--- src/hdl/itoa_pkg.sv ---
// shared constants, types and helper functions for the integer to ascii converter
package itoa_pkg;

	// default width of the input word
	localparam int VALUE_BITS_DEF = 32;
	// dividend bits retired per divider cycle
	localparam int STEP_BITS = 8;
	localparam int RADIX_W = 6;
	localparam int DIGIT_W = 6;
	localparam int CHAR_W = 8;

	localparam logic [RADIX_W-1:0] RADIX_RESET = 6'd10;
	localparam logic [RADIX_W-1:0] RADIX_MIN = 6'd2;
	localparam logic [RADIX_W-1:0] RADIX_MAX = 6'd36;
	localparam logic [RADIX_W-1:0] RADIX_TEN = 6'd10;
	localparam logic [DIGIT_W-1:0] DIGIT_NINE = 6'd9;
	localparam logic [DIGIT_W-1:0] DIGIT_TEN = 6'd10;

	localparam logic [CHAR_W-1:0] CH_ZERO = 8'h30;
	localparam logic [CHAR_W-1:0] CH_LOWER_A = 8'h61;
	localparam logic [CHAR_W-1:0] CH_MINUS = 8'h2d;

	// commands from controller to datapath
	typedef struct packed {
		logic load;   // latch a new word
		logic step;   // run one divider cycle
		logic last;   // this divider cycle finishes a digit
		logic sign;   // put the minus sign on the output
		logic rd;     // read one stored digit, move pointer down
	} cmd_t;

	// status from datapath to controller
	typedef struct packed {
		logic quo_zero;  // quotient of the current divider cycle is zero
		logic neg;       // word is negative in radix ten
		logic ptr_zero;  // read pointer at the least significant digit
	} stat_t;

	// clamp register value into the usable radix range
	function automatic logic [RADIX_W-1:0] eff_radix(input logic [RADIX_W-1:0] r);
		logic [RADIX_W-1:0] res;
		if (r < RADIX_MIN) begin
			res = RADIX_MIN;
		end else if (r > RADIX_MAX) begin
			res = RADIX_MAX;
		end else begin
			res = r;
		end
		return res;
	endfunction

	// digit below 36 to its ascii character
	function automatic logic [CHAR_W-1:0] digit_char(input logic [DIGIT_W-1:0] d);
		logic [CHAR_W-1:0] res;
		if (d > DIGIT_NINE) begin
			res = CH_LOWER_A + CHAR_W'(d - DIGIT_TEN);
		end else begin
			res = CH_ZERO + CHAR_W'(d);
		end
		return res;
	endfunction

endpackage

--- src/hdl/itoa_ram.sv ---
// generic single write port ram with registered read
module itoa_ram #(
	parameter int WIDTH = 8,
	parameter int DEPTH = 32
) (
	input  logic                     clk,
	input  logic                     we,
	input  logic [$clog2(DEPTH)-1:0] waddr,
	input  logic [WIDTH-1:0]         wdata,
	input  logic [$clog2(DEPTH)-1:0] raddr,
	output logic [WIDTH-1:0]         rdata
);

	logic [WIDTH-1:0] mem_q [DEPTH];
	logic [WIDTH-1:0] rdata_q;

	// write port
	always_ff @(posedge clk) begin
		if (we) begin
			mem_q[waddr] <= wdata;
		end
	end

	// registered read port
	always_ff @(posedge clk) begin
		rdata_q <= mem_q[raddr];
	end

	assign rdata = rdata_q;

endmodule

--- src/hdl/itoa_dp.sv ---
// datapath: radix register, digit divider, digit stack and output register
module itoa_dp import itoa_pkg::*; #(
	parameter int VALUE_BITS = VALUE_BITS_DEF
) (
	input  logic                  clk,
	input  logic                  arst_n,
	input  logic                  cfg_we,
	input  logic [RADIX_W-1:0]    cfg_wdata,
	input  logic [VALUE_BITS-1:0] value,
	input  cmd_t                  cmd,
	output stat_t                 stat,
	output logic                  valid,
	output logic [CHAR_W-1:0]     ascii_char,
	output logic                  last_char
);

	localparam int CYC = (VALUE_BITS + STEP_BITS - 1) / STEP_BITS;
	localparam int DIV_W = CYC * STEP_BITS;
	localparam int AW = $clog2(VALUE_BITS);

	logic [RADIX_W-1:0]   radix_q;
	logic [RADIX_W-1:0]   r_q;
	logic                 neg_q;
	logic [DIV_W-1:0]     quo_q;
	logic [DIGIT_W-1:0]   rem_q;
	logic [AW-1:0]        cnt_q;
	logic [AW-1:0]        ptr_q;
	logic                 rd_s1;
	logic                 lst_s1;
	logic                 valid_q;
	logic [CHAR_W-1:0]    ascii_q;
	logic                 last_q;

	logic [RADIX_W-1:0]   r_in;
	logic                 neg_in;
	logic [VALUE_BITS-1:0] mag;
	logic [DIGIT_W-1:0]   rem_w;
	logic [STEP_BITS-1:0] qbits;
	logic [DIGIT_W:0]     t;
	logic [DIV_W-1:0]     quo_next;
	logic [DIGIT_W-1:0]   rdata;
	logic                 wr_digit;

	// radix register
	always_ff @(posedge clk or negedge arst_n) begin
		if (!arst_n) begin
			radix_q <= RADIX_RESET;
		end else if (cfg_we) begin
			radix_q <= cfg_wdata;
		end
	end

	// magnitude and sign of the incoming word
	assign r_in = eff_radix(radix_q);
	assign neg_in = (r_in == RADIX_TEN) && value[VALUE_BITS-1];
	assign mag = neg_in ? VALUE_BITS'(~value + 1'b1) : value;

	// restoring division, STEP_BITS quotient bits per cycle
	always_comb begin
		rem_w = rem_q;
		qbits = '0;
		t = '0;
		for (int i = 0; i < STEP_BITS; i++) begin
			t = {rem_w, quo_q[DIV_W-1-i]};
			if (t >= {1'b0, r_q}) begin
				rem_w = DIGIT_W'(t - {1'b0, r_q});
				qbits[STEP_BITS-1-i] = 1'b1;
			end else begin
				rem_w = DIGIT_W'(t);
			end
		end
	end

	assign quo_next = DIV_W'({quo_q, qbits});
	assign wr_digit = cmd.step && cmd.last;

	// divider and digit counters
	always_ff @(posedge clk or negedge arst_n) begin
		if (!arst_n) begin
			r_q <= RADIX_RESET;
			rem_q <= '0;
			neg_q <= 1'b0;
			cnt_q <= '0;
			ptr_q <= '0;
		end else if (cmd.load) begin
			r_q <= r_in;
			rem_q <= '0;
			neg_q <= neg_in;
			cnt_q <= '0;
		end else if (cmd.step) begin
			if (cmd.last) begin
				rem_q <= '0;
				cnt_q <= cnt_q + 1'b1;
				ptr_q <= cnt_q;
			end else begin
				rem_q <= rem_w;
			end
		end else if (cmd.rd) begin
			ptr_q <= ptr_q - 1'b1;
		end
	end

	// dividend / quotient shift register
	always_ff @(posedge clk) begin
		if (cmd.load) begin
			quo_q <= DIV_W'(mag);
		end else if (cmd.step) begin
			quo_q <= quo_next;
		end
	end

	// digit stack, least significant digit at address zero
	itoa_ram #(
		.WIDTH(DIGIT_W),
		.DEPTH(VALUE_BITS)
	) u_ram (
		.clk(clk),
		.we(wr_digit),
		.waddr(cnt_q),
		.wdata(rem_w),
		.raddr(ptr_q),
		.rdata(rdata)
	);

	// read pipeline and output word register
	always_ff @(posedge clk or negedge arst_n) begin
		if (!arst_n) begin
			rd_s1 <= 1'b0;
			valid_q <= 1'b0;
		end else begin
			rd_s1 <= cmd.rd;
			valid_q <= cmd.sign || rd_s1;
		end
	end

	always_ff @(posedge clk) begin
		lst_s1 <= stat.ptr_zero;
		ascii_q <= cmd.sign ? CH_MINUS : digit_char(rdata);
		last_q <= cmd.sign ? 1'b0 : lst_s1;
	end

	assign stat.quo_zero = (quo_next == '0);
	assign stat.neg = neg_q;
	assign stat.ptr_zero = (ptr_q == '0);

	assign valid = valid_q;
	assign ascii_char = ascii_q;
	assign last_char = last_q;

	// remainder stays a valid digit of the latched radix
	a_rem_range: assert property (@(posedge clk) disable iff (!arst_n) rem_q < r_q)
		else $error("remainder not below radix");

	// latched radix stays clamped
	a_radix_range: assert property (@(posedge clk) disable iff (!arst_n)
		(r_q >= RADIX_MIN) && (r_q <= RADIX_MAX))
		else $error("latched radix out of range");

	// sign and digit words never compete for the output register
	a_out_source: assert property (@(posedge clk) disable iff (!arst_n) !(cmd.sign && rd_s1))
		else $error("sign and digit collide");

endmodule

--- src/hdl/itoa_ctrl.sv ---
// controller: sequences load, digit division, sign and digit readout
module itoa_ctrl import itoa_pkg::*; #(
	parameter int VALUE_BITS = VALUE_BITS_DEF
) (
	input  logic  clk,
	input  logic  arst_n,
	input  logic  start,
	output logic  busy,
	output cmd_t  cmd,
	input  stat_t stat
);

	localparam int CYC = (VALUE_BITS + STEP_BITS - 1) / STEP_BITS;
	localparam int STEP_CW = (CYC > 1) ? $clog2(CYC) : 1;
	localparam logic [STEP_CW-1:0] STEP_LAST = STEP_CW'(CYC - 1);

	typedef enum logic [1:0] {
		ST_IDLE,
		ST_DIV,
		ST_SIGN,
		ST_READ
	} state_t;

	state_t             state_q;
	logic [STEP_CW-1:0] step_q;

	// commands decoded from state
	always_comb begin
		cmd = '0;
		case (state_q)
			ST_IDLE: begin
				cmd.load = start;
			end
			ST_DIV: begin
				cmd.step = 1'b1;
				cmd.last = (step_q == STEP_LAST);
			end
			ST_SIGN: begin
				cmd.sign = 1'b1;
			end
			ST_READ: begin
				cmd.rd = 1'b1;
			end
			default: begin
				cmd = '0;
			end
		endcase
	end

	assign busy = (state_q != ST_IDLE);

	// state and step counter
	always_ff @(posedge clk or negedge arst_n) begin
		if (!arst_n) begin
			state_q <= ST_IDLE;
			step_q <= '0;
		end else begin
			case (state_q)
				ST_IDLE: begin
					step_q <= '0;
					if (start) begin
						state_q <= ST_DIV;
					end
				end
				ST_DIV: begin
					if (step_q == STEP_LAST) begin
						step_q <= '0;
						if (stat.quo_zero) begin
							state_q <= stat.neg ? ST_SIGN : ST_READ;
						end
					end else begin
						step_q <= step_q + 1'b1;
					end
				end
				ST_SIGN: begin
					state_q <= ST_READ;
				end
				ST_READ: begin
					if (stat.ptr_zero) begin
						state_q <= ST_IDLE;
					end
				end
				default: begin
					state_q <= ST_IDLE;
				end
			endcase
		end
	end

	// busy only rises on an accepted word
	a_busy_start: assert property (@(posedge clk) disable iff (!arst_n)
		$rose(busy) |-> $past(start))
		else $error("busy rose without start");

	// step counter never passes the last divider cycle
	a_step_range: assert property (@(posedge clk) disable iff (!arst_n) step_q <= STEP_LAST)
		else $error("step counter out of range");

	// a nonzero quotient always starts another digit
	a_next_digit: assert property (@(posedge clk) disable iff (!arst_n)
		(state_q == ST_DIV) && cmd.last && !stat.quo_zero |=>
		(state_q == ST_DIV) && (step_q == '0))
		else $error("digit loop left early");

endmodule

--- src/hdl/integer_to_ascii_radix_top.sv ---
// top level of the integer to ascii text converter
//
// Usage: pulse start with value while busy is low; the word is accepted at that
// edge and busy rises. The text comes out one ascii character per word on
// ascii_char, each marked by valid for exactly one cycle, most significant
// character first; last_char marks the final one. The receiver cannot stall.
// The user must write the radix register through cfg_we/cfg_wdata only while
// the block is idle; the block does not enforce it. 0 and 1 act as 2, 37 to 63
// act as 36. Negative words get a '-' only in radix ten, otherwise unsigned.
// Each digit is one pass of the divider over the word, 8 quotient bits per
// cycle; busy stays high through the division, the sign if any and the
// readout. Digits leave the digit stack ram one per cycle; characters come
// out through the registered ram read and the output register, so the last
// character shows in the cycle after busy falls. Worst case at 32 bits is
// radix two, 32 digits. Reset clears control and sets radix to 10.
module integer_to_ascii_radix_top import itoa_pkg::*; #(
	parameter int VALUE_BITS = VALUE_BITS_DEF
) (
	input  logic                         clk,
	input  logic                         arst_n,
	input  logic                         cfg_we,
	input  logic [RADIX_W-1:0]           cfg_wdata,
	input  logic                         start,
	input  logic signed [VALUE_BITS-1:0] value,
	output logic                         busy,
	output logic                         valid,
	output logic [CHAR_W-1:0]            ascii_char,
	output logic                         last_char
);

	cmd_t  cmd;
	stat_t stat;

	// sequencer
	itoa_ctrl #(
		.VALUE_BITS(VALUE_BITS)
	) u_ctrl (
		.clk(clk),
		.arst_n(arst_n),
		.start(start),
		.busy(busy),
		.cmd(cmd),
		.stat(stat)
	);

	// divider, digit stack and output
	itoa_dp #(
		.VALUE_BITS(VALUE_BITS)
	) u_dp (
		.clk(clk),
		.arst_n(arst_n),
		.cfg_we(cfg_we),
		.cfg_wdata(cfg_wdata),
		.value(value),
		.cmd(cmd),
		.stat(stat),
		.valid(valid),
		.ascii_char(ascii_char),
		.last_char(last_char)
	);

endmodule
--- config.mk ---
export PLATFORM = sky130hd
export DESIGN_NAME = integer_to_ascii_radix_top
export DESIGN_NICKNAME = d
export VERILOG_FILES = /design/src/hdl/itoa_pkg.sv /design/src/hdl/itoa_ram.sv /design/src/hdl/itoa_dp.sv /design/src/hdl/itoa_ctrl.sv /design/src/hdl/integer_to_ascii_radix_top.sv
export SDC_FILE = /design/constraint.sdc
export NUM_CORES = 1
export LEC_CHECK = 0
export BUFFER_PORTS_ARGS = -buffer_cell sky130_fd_sc_hd__buf_2
export CORE_MARGIN = 5
export CORE_UTILIZATION = 55
export CTS_BUF_LIST = sky130_fd_sc_hd__clkbuf_16
export CTS_CLUSTER_SIZE = 16
export DETAILED_ROUTE_END_ITERATION = 8
export GPL_TIMING_DRIVEN = 0
export PLACE_DENSITY = 0.72
export SYNTH_ARGS = -nofsm -noshare
export SYNTH_HDL_FRONTEND = slang
export SYNTH_SLANG_ARGS = --single-unit
--- constraint.sdc ---
create_clock -name clk -period 21.3 [get_ports clk]
set_input_delay 1.065 -clock clk [delete_from_list [all_inputs] [get_ports clk]]
set_output_delay 1.065 -clock clk [all_outputs]
set_load 0.05 [all_outputs]
==> impl_summary.md, run 1 <==
Status
The flow ran to the end, and the final reports show no timing, DRC or antenna violations.

CTS
TritonCTS built the clock tree. CTS built an H-tree with a depth of 1. The clock slew seen by the registers of the worst setup and hold paths is 0.06 ns. The maximum buffer depth of the clock tree is 3. The clock net sink count is 275.

The post-CTS setup buffer count is 0. The later-pin clock latency in the skew report is 0.53 ns. CTS placed an instance of sky130_fd_sc_hd__clkbuf_16 at the clock tree root.

The number of buffers inserted during clock tree synthesis is 28. The number of hold buffers added after CTS is 0.

STA
The final count of negative-setup-slack endpoints is 0. The clock arrives with 0.009482 ns of skew. Setup repair after global routing left no endpoint under its margin. The final worst-path cycle share is 93.70%.

For this run, the top clock speed supported by timing is 0.05011 GHz. The final-report max-slew violation count was 0. The final hold slack is 0.4355 ns.

The total negative slack is 0 ns. The worst setup margin is 1.343 ns. The worst pin sits at a relative slew slack of 12.09%. The final critical delay including setup and external delays is 19.96 ns. The number of hold violations in the final report is 0. For the pin with the worst max-slew slack, the measured transition is 1.315 ns.

Setup path
Of all nets on the critical path, the largest fanout is 32. In this run the register-to-register setup slack is 1.34 ns. The terminus of the critical flop-to-flop path is u_dp.u_ram.mem_q[1][4]. On the critical path, the stage with the largest delay is an instance of sky130_fd_sc_hd__dfstp_2.

The most common cell type on the critical path is sky130_fd_sc_hd__ha_1. The worst setup path is captured at a flop. The delay of the slowest cell on the worst path is 0.79 ns. The worst register-to-register path begins at u_dp.r_q[1]. The buffers plus inverters on the worst setup path is 9.

The data required time at the worst endpoint is 21.54 ns. The kind of start point of the critical path is a flop. The category of the critical setup timing path is reg2reg. The arrival time at the worst endpoint is 20.19 ns. In this design, the largest share of critical-path delay is due to compound AO/OA/AOI/OAI gates.

Counting cells, the worst reg-to-reg path comes to 80.

Route
In this run, the number of DRC markers left after iteration 0 of detailed routing was 1017. The detailed-route via count is 10500. The detailed-route vias per instance is 6.299. The remaining antenna violation count after routing is 0.

The total detailed-routing wirelength is 36880 um. The first detailed-routing pass ran for 6 iterations. After detailed routing, the number of remaining DRC violations is 0. The routed wire length per instance is 22.12 um.

Global routing
The pin count of the biggest net entering global routing is 36. After global routing the overflow that remains totals 0. The via count of the first global-routing pass is 10070. The initial antenna violation count is 0. The first-pass GRT wire length is 56880 um. The total routing resource utilization after global routing is 23.61%.

Synth
The per-instance average area after synthesis is 12.29 um^2. Synthesis produced a netlist with a net count of 1338. The unique cell type count in the Yosys netlist is 83. The top flip-flop cell by instance count after synthesis is sky130_fd_sc_hd__edfxtp_1. The share of synthesized flip-flops with an asynchronous set or reset is 12.73%. The largest total area in the synthesized netlist belongs to sky130_fd_sc_hd__edfxtp_1. The number of warnings reported in the yosys synthesis log is 0.

The number of flops mapped to enable cells by yosys is 224. The combined area of all synthesized cells is 0.01501 mm^2. Ranked by total cell area, the synthesized netlist is headed by sky130_fd_sc_hd__edfxtp_1 (45%), sky130_fd_sc_hd__mux4_2 (9.0%), sky130_fd_sc_hd__ha_1 (5.6%). The gate count after technology mapping is 1221. The sequential fraction of the synthesis area is 52.82%. Synthesis inferred 275 register bits. The share of Yosys cell area claimed by the top area cell type is 44.81%.

Floorplan
The floorplan step set the die height to 175.2 um. The number of primary I/O pins is 53. The die covers 0.03069 mm^2.

The initial core utilization is 55.85%. The initialized floorplan defines 60 standard-cell rows. The core region is 0.02688 mm^2. The horizontal die dimension is 175.2 um.

Worst hold path
Counting instances, the worst hold path has a depth of 1. The hold path endpoint is u_dp.valid. The classification of the worst-slack hold path is reg2reg. The worst min-delay path startpoint is u_dp.rd_s1.

Place
The post-placement setup slack is 0.9254 ns. Once detailed placement completed, the half-perimeter wirelength came to 25730 um. The routability congestion estimate is 0.9024.

In this run the tool buffered the top-level ports with 51 buffer cells.

Cells and area
The post-layout net count is 1422. The synthesis-to-layout area growth is 11.65%. The layout cell share with drive strength beyond 1 is 15.91%.

0 antenna diodes ended up in the layout.

Flow run
The max-capacitance violation count is 0.
[repair_timing]
| action | in CTS | in global routing |
|---|---|---|
| gates resized for setup | 0 | 7 |
| endpoints found under the hold margin | 0 | 0 |
| endpoints found under the setup margin | 0 | 196 |
[cell usage after synthesis (all sizes together) (17+ instances only)]
cell / count
nor3: 17
o21ai: 70
inv: 59
a31oi: 18
edfxtp: 224
clkbuf: 36
mux4: 60
nor2: 115
nor2b: 18
mux2: 18
xor2: 24
ha: 67
a21oi: 58
xnor2: 33
dfrtp: 31
mux2i: 21
nand2: 91
[state kept, by name, summed over array words and instances (netlist names)]
register and flops:
u_dp.u_ram.mem_q 192, u_dp.ascii_char 8, u_dp.lst_s1 1, u_dp.valid 1, u_dp.u_ram.rdata 6, u_dp.ptr_q 5, u_dp.quo_q 32, u_dp.rem_q 6
u_ctrl.step_q 2, u_ctrl.state_q 2, u_dp.rd_s1 1, u_dp.radix_q 6, u_dp.r_q 6, u_dp.cnt_q 5, u_dp.last_char 1, u_dp.neg_q 1
[cells by family after synthesis]
logic type | share of synthesized area [%]
AOI/OAI and AO/OA | 11.39
xor gates and xnor gates | 3.326
muxes | 11.75
buffers and inverters | 2.909
adders and majority gates | 6.652
DFF | 52.82
and+or+nand+nor | 11.15
[final cells by class]
class	instances	area [um^2]
clock inverter	22	227.7
buffer	50	211.5
inverter	60	225.2
tap	341	426.7
multi-input combinational	837	6715
clock buffer	29	725.7
sequential	275	7928
fill	2087	10120
timing repair buffer	53	297.8
[routing by layer]
layer  vias to the layer above  track usage, %  share of wire [%]
met5                         -               0                  0
met4                         0           6.023                2.2
met3                        61           3.094                7.9
met2                       455           37.20                 47
met1                      5160           35.12                 43
li1                       4825               -                  -
[stage by stage]
| step | std cells | util [%] | area, um^2 |
|---|---|---|---|
| after floorplan | 1221 | - | 15010 |
| after CTS | 1666 | 62.20 | 16720 |
| final | 1667 | 62.35 | 16760 |
| after detailed placement | 1615 | 58.65 | 15760 |
| after global placement | 1613 | 58.38 | 15690 |
| after global routing | 1667 | 62.35 | 16760 |
[layout by cell type, fill, tap and decap left out, drive strengths merged, types with 7 or more instances in the layout]
cell type and count:
a31oi 18, xnor2 33, clkbuf 65, buf 67
mux2 18, fa 8, nand2b 15, mux4 60
nor2 115, xor2 24, o21a 14, a21o 16
a211oi 7, o31ai 10, nand4 8, mux2i 22
edfxtp 224, nor3 17, dfrtp 31, dfxtp 16
inv 64, a21oi 58, nand3 16, nor2b 18
clkinv 13, o21ai 70, o211ai 9, nand2 91
nor4 12, ha 67
[how the worst max path moves through the flow]
| stage | startpoint | to | slack (ns) | depth (start not counted) |
|---|---|---|---|---|
| floorplan | u_dp.r_q[1] | u_dp.u_ram.mem_q[0][0] | 3.79 | 75 |
| global placement | u_dp.r_q[1] | u_dp.u_ram.mem_q[2][0] | -1.14 | 78 |
| detailed placement | u_dp.r_q[1] | u_dp.u_ram.mem_q[3][3] | 0.93 | 79 |
| CTS | u_dp.r_q[1] | u_dp.u_ram.mem_q[1][3] | 0.83 | 79 |
| global route | u_dp.r_q[1] | u_dp.u_ram.mem_q[1][0] | 0.06 | 78 |
| finish | u_dp.r_q[1] | u_dp.u_ram.mem_q[1][4] | 1.34 | 80 |
Power of run 1 is left out: the tool's default activity adds up to more than one toggle a clock period on the data nets, which glitch-free logic cannot reach.
==> run 2: changes to the inputs <==
--- a/config.mk
+++ b/config.mk
@@ -13,6 +13,7 @@
 export DETAILED_ROUTE_END_ITERATION = 8
 export GPL_TIMING_DRIVEN = 0
 export PLACE_DENSITY = 0.72
+export SKIP_CTS_REPAIR_TIMING = 1
 export SYNTH_ARGS = -nofsm -noshare
 export SYNTH_HDL_FRONTEND = slang
 export SYNTH_SLANG_ARGS = --single-unit
==> constraint.sdc (replaced) <==
create_clock -name clk -period 25.5 [get_ports clk]
set_input_delay 1.275 -clock clk [delete_from_list [all_inputs] [get_ports clk]]
set_output_delay 1.275 -clock clk [all_outputs]
set_load 0.05 [all_outputs]
==> run 2 against run 1 <==
  * Sequential share of layout area increased by 0.11 points
  * Largest cell class unchanged
  * Clock skew increased by 0.0012 ns
  * Critical endpoint unchanged
  * Final cell count about the same
==> impl_summary.md, run 2 (same netlist as run 1, synthesis figures left out) <==
Setup path
The setup path with the least slack is of type reg2reg. On the critical path, the stage with the largest delay is an instance of sky130_fd_sc_hd__a311oi_1. The maximum net fanout on the critical path is 32. The arrival time at the worst endpoint is 20.95 ns.

At the worst endpoint, the required time is 25.66 ns. The delay of the slowest cell on the worst path is 1.02 ns. The worst setup path is captured at a flop. The most common cell type on the critical path is sky130_fd_sc_hd__ha_1.

The worst setup path is launched from a flop.

STA
Once routing completed, OpenROAD measured the worst setup slack at 4.708 ns. The total negative slack is 0 ns. The final count of negative-setup-slack endpoints is 0. The final worst-path cycle share is 81.54%.

The tightest slew margin relative to the limit is 13.04%. Setup repair after global routing left no endpoint under its margin. For the final database, setup skew stands at 0.01065 ns. The final-report max-slew violation count is 0. The achievable clock frequency is 0.04809 GHz.

For the pin with the worst max-slew slack, the measured transition is 1.301 ns. The final critical delay including setup and external delays is 20.79 ns. The number of hold violations in the final report is 0.

Worst hold path
The tightest min-delay check is of the reg2reg type.

Global routing
The total global routing overflow is 0. The first-pass GRT wire length is 56880 um. The total routing resource utilization after global routing is 23.61%. The pin count of the biggest net entering global routing is 36.

The via count of the first global-routing pass is 10070. The initial antenna violation count is 0.

Route
The count of nets left with antenna violations once routing finished came out at 0. The routed layout has 10470 vias. The number of remaining DRC errors is 0. The met3 wirelength from detailed routing is 2756 um.

Routed signal wires occupy layers up through met4. After detailed routing, the total wire length is 36490 um. The detailed router put a total of 15930 um of wire on met1. The detailed-route vias per instance is 6.285. The routed wire length per instance is 21.90 um.

The detailed router finished its first iteration with 875 violations. The met2 wire length is 16920 um. The number of detailed-routing iterations run before antenna repair is 5.

Floorplan
The number of primary I/O pins is 53. Once the floorplan was initialized, standard cells occupied 55.85% of the core. From left edge to right edge, the die measures 175.2 um. The floorplan has 60 rows. The area of the core is 0.02688 mm^2. The floorplan step defined a die boundary enclosing 0.03069 mm^2. The vertical extent of the die is 175.2 um.

Cells and area
The layout cell share with drive strength beyond 1 is 15.55%. The register containing the most flip-flops in the final layout is u_dp.u_ram.mem_q. The filler cell count in the final layout is 2095.

The antenna diode count is 0. The leading cell type in the layout, fill and taps excluded is sky130_fd_sc_hd__edfxtp_1. The library cells used most frequently in the layout, excluding fill and tap cells, are sky130_fd_sc_hd__edfxtp_1 (224), sky130_fd_sc_hd__nor2_1 (114), sky130_fd_sc_hd__nand2_1 (91), sky130_fd_sc_hd__o21ai_0 (69), sky130_fd_sc_hd__ha_1 (67).

Relative to the synthesized area, the layout overhead comes to 11.38%. The register with the most flip-flops in the layout has 192 of them. After the last flow step, the layout net total stands at 1421.

CTS
The H-tree depth is 1. TritonCTS built the clock tree. The clock reaches the later pin of the worst-skew pair after 0.53 ns.

The cell at the root of the clock tree is sky130_fd_sc_hd__clkbuf_16. In this run, CTS created clock tree buffers numbering 28. The clock net sink count is 275. The maximum buffer depth of the clock tree is 3.

After clock tree synthesis, the clock-pin slew on the worst setup and hold paths is 0.06 ns.

Status
The flow ran to the end, and the final reports show no timing, DRC or antenna violations.

Place
The post-placement setup slack is 5.125 ns. The HPWL after detailed placement is 25730 um. The congestion estimate from routability-driven global placement came to 0.9024.

During placement, the flow inserted port buffers numbering 51.

Flow run
The max-capacitance violation count is 0.
## run 2: cell count changes in the layout (fill, tap and decap cells not counted), sizes merged
cell and delta:
mux2i -1
## run 2: through the flow
stage / std cells / cell area (um^2) / hold WS, ns / util (%)
detailed placement: 1615 / 15760 / 0.4190 / 58.65
floorplan: 1221 / 15010 / 0.4103 / -
global placement: 1613 / 15690 / 0.4148 / 58.38
finish: 1666 / 16720 / 0.4357 / 62.20
CTS: 1666 / 16720 / 0.4386 / 62.20
global route: 1666 / 16720 / 0.4616 / 62.20
## run 2: layout make-up
| cell class | count | area, um^2 | share of cell area (%) |
|---|---|---|---|
| sequential | 275 | 7928 | 47.42 |
| buffer | 50 | 211.5 | 1.265 |
| inverter | 60 | 225.2 | 1.347 |
| multi-input combinational | 836 | 6675 | 39.93 |
| clock buffer | 29 | 725.7 | 4.341 |
| clock inverter | 22 | 227.7 | 1.362 |
| tap | 341 | 426.7 | 2.552 |
| timing repair buffer | 53 | 297.8 | 1.781 |
## run 2: critical path: cells and delay by family (launching register included)
kind / cells / cell delay (ns)
flip-flops: 1 / 0.79
AO/OA/AOI/OAI: 41 / 10.68
adder cells (fa/ha/maj): 8 / 2.46
buffers and inverters: 9 / 1.93
multiplexers: 3 / 0.87
AND/OR/NAND/NOR: 19 / 3.61
## run 2: per-layer routing
layer	global-route usage [%]	up-vias
met4	6.023	0
li1	-	4819
met5	0	-
met1	35.12	5124
met3	3.094	68
met2	37.20	459
## run 2: final timing paths
kind | startpoint | to | slack (ns) | cells past startpoint
worst min-delay path | u_dp.rd_s1 | u_dp.valid | 0.44 | 1
max in group asynchronous | arst_n | u_dp.ptr_q[3] | 24.13 | 1
worst max register to register | u_dp.r_q[1] | u_dp.u_ram.mem_q[1][4] | 4.71 | 80
worst max-delay path | u_dp.r_q[1] | u_dp.u_ram.mem_q[1][4] | 4.71 | 80
min in group asynchronous | arst_n | u_dp.radix_q[2] | 0.84 | 1
worst min register to register | u_dp.rd_s1 | u_dp.valid | 0.44 | 1
Power of run 2 is left out for the same reason.
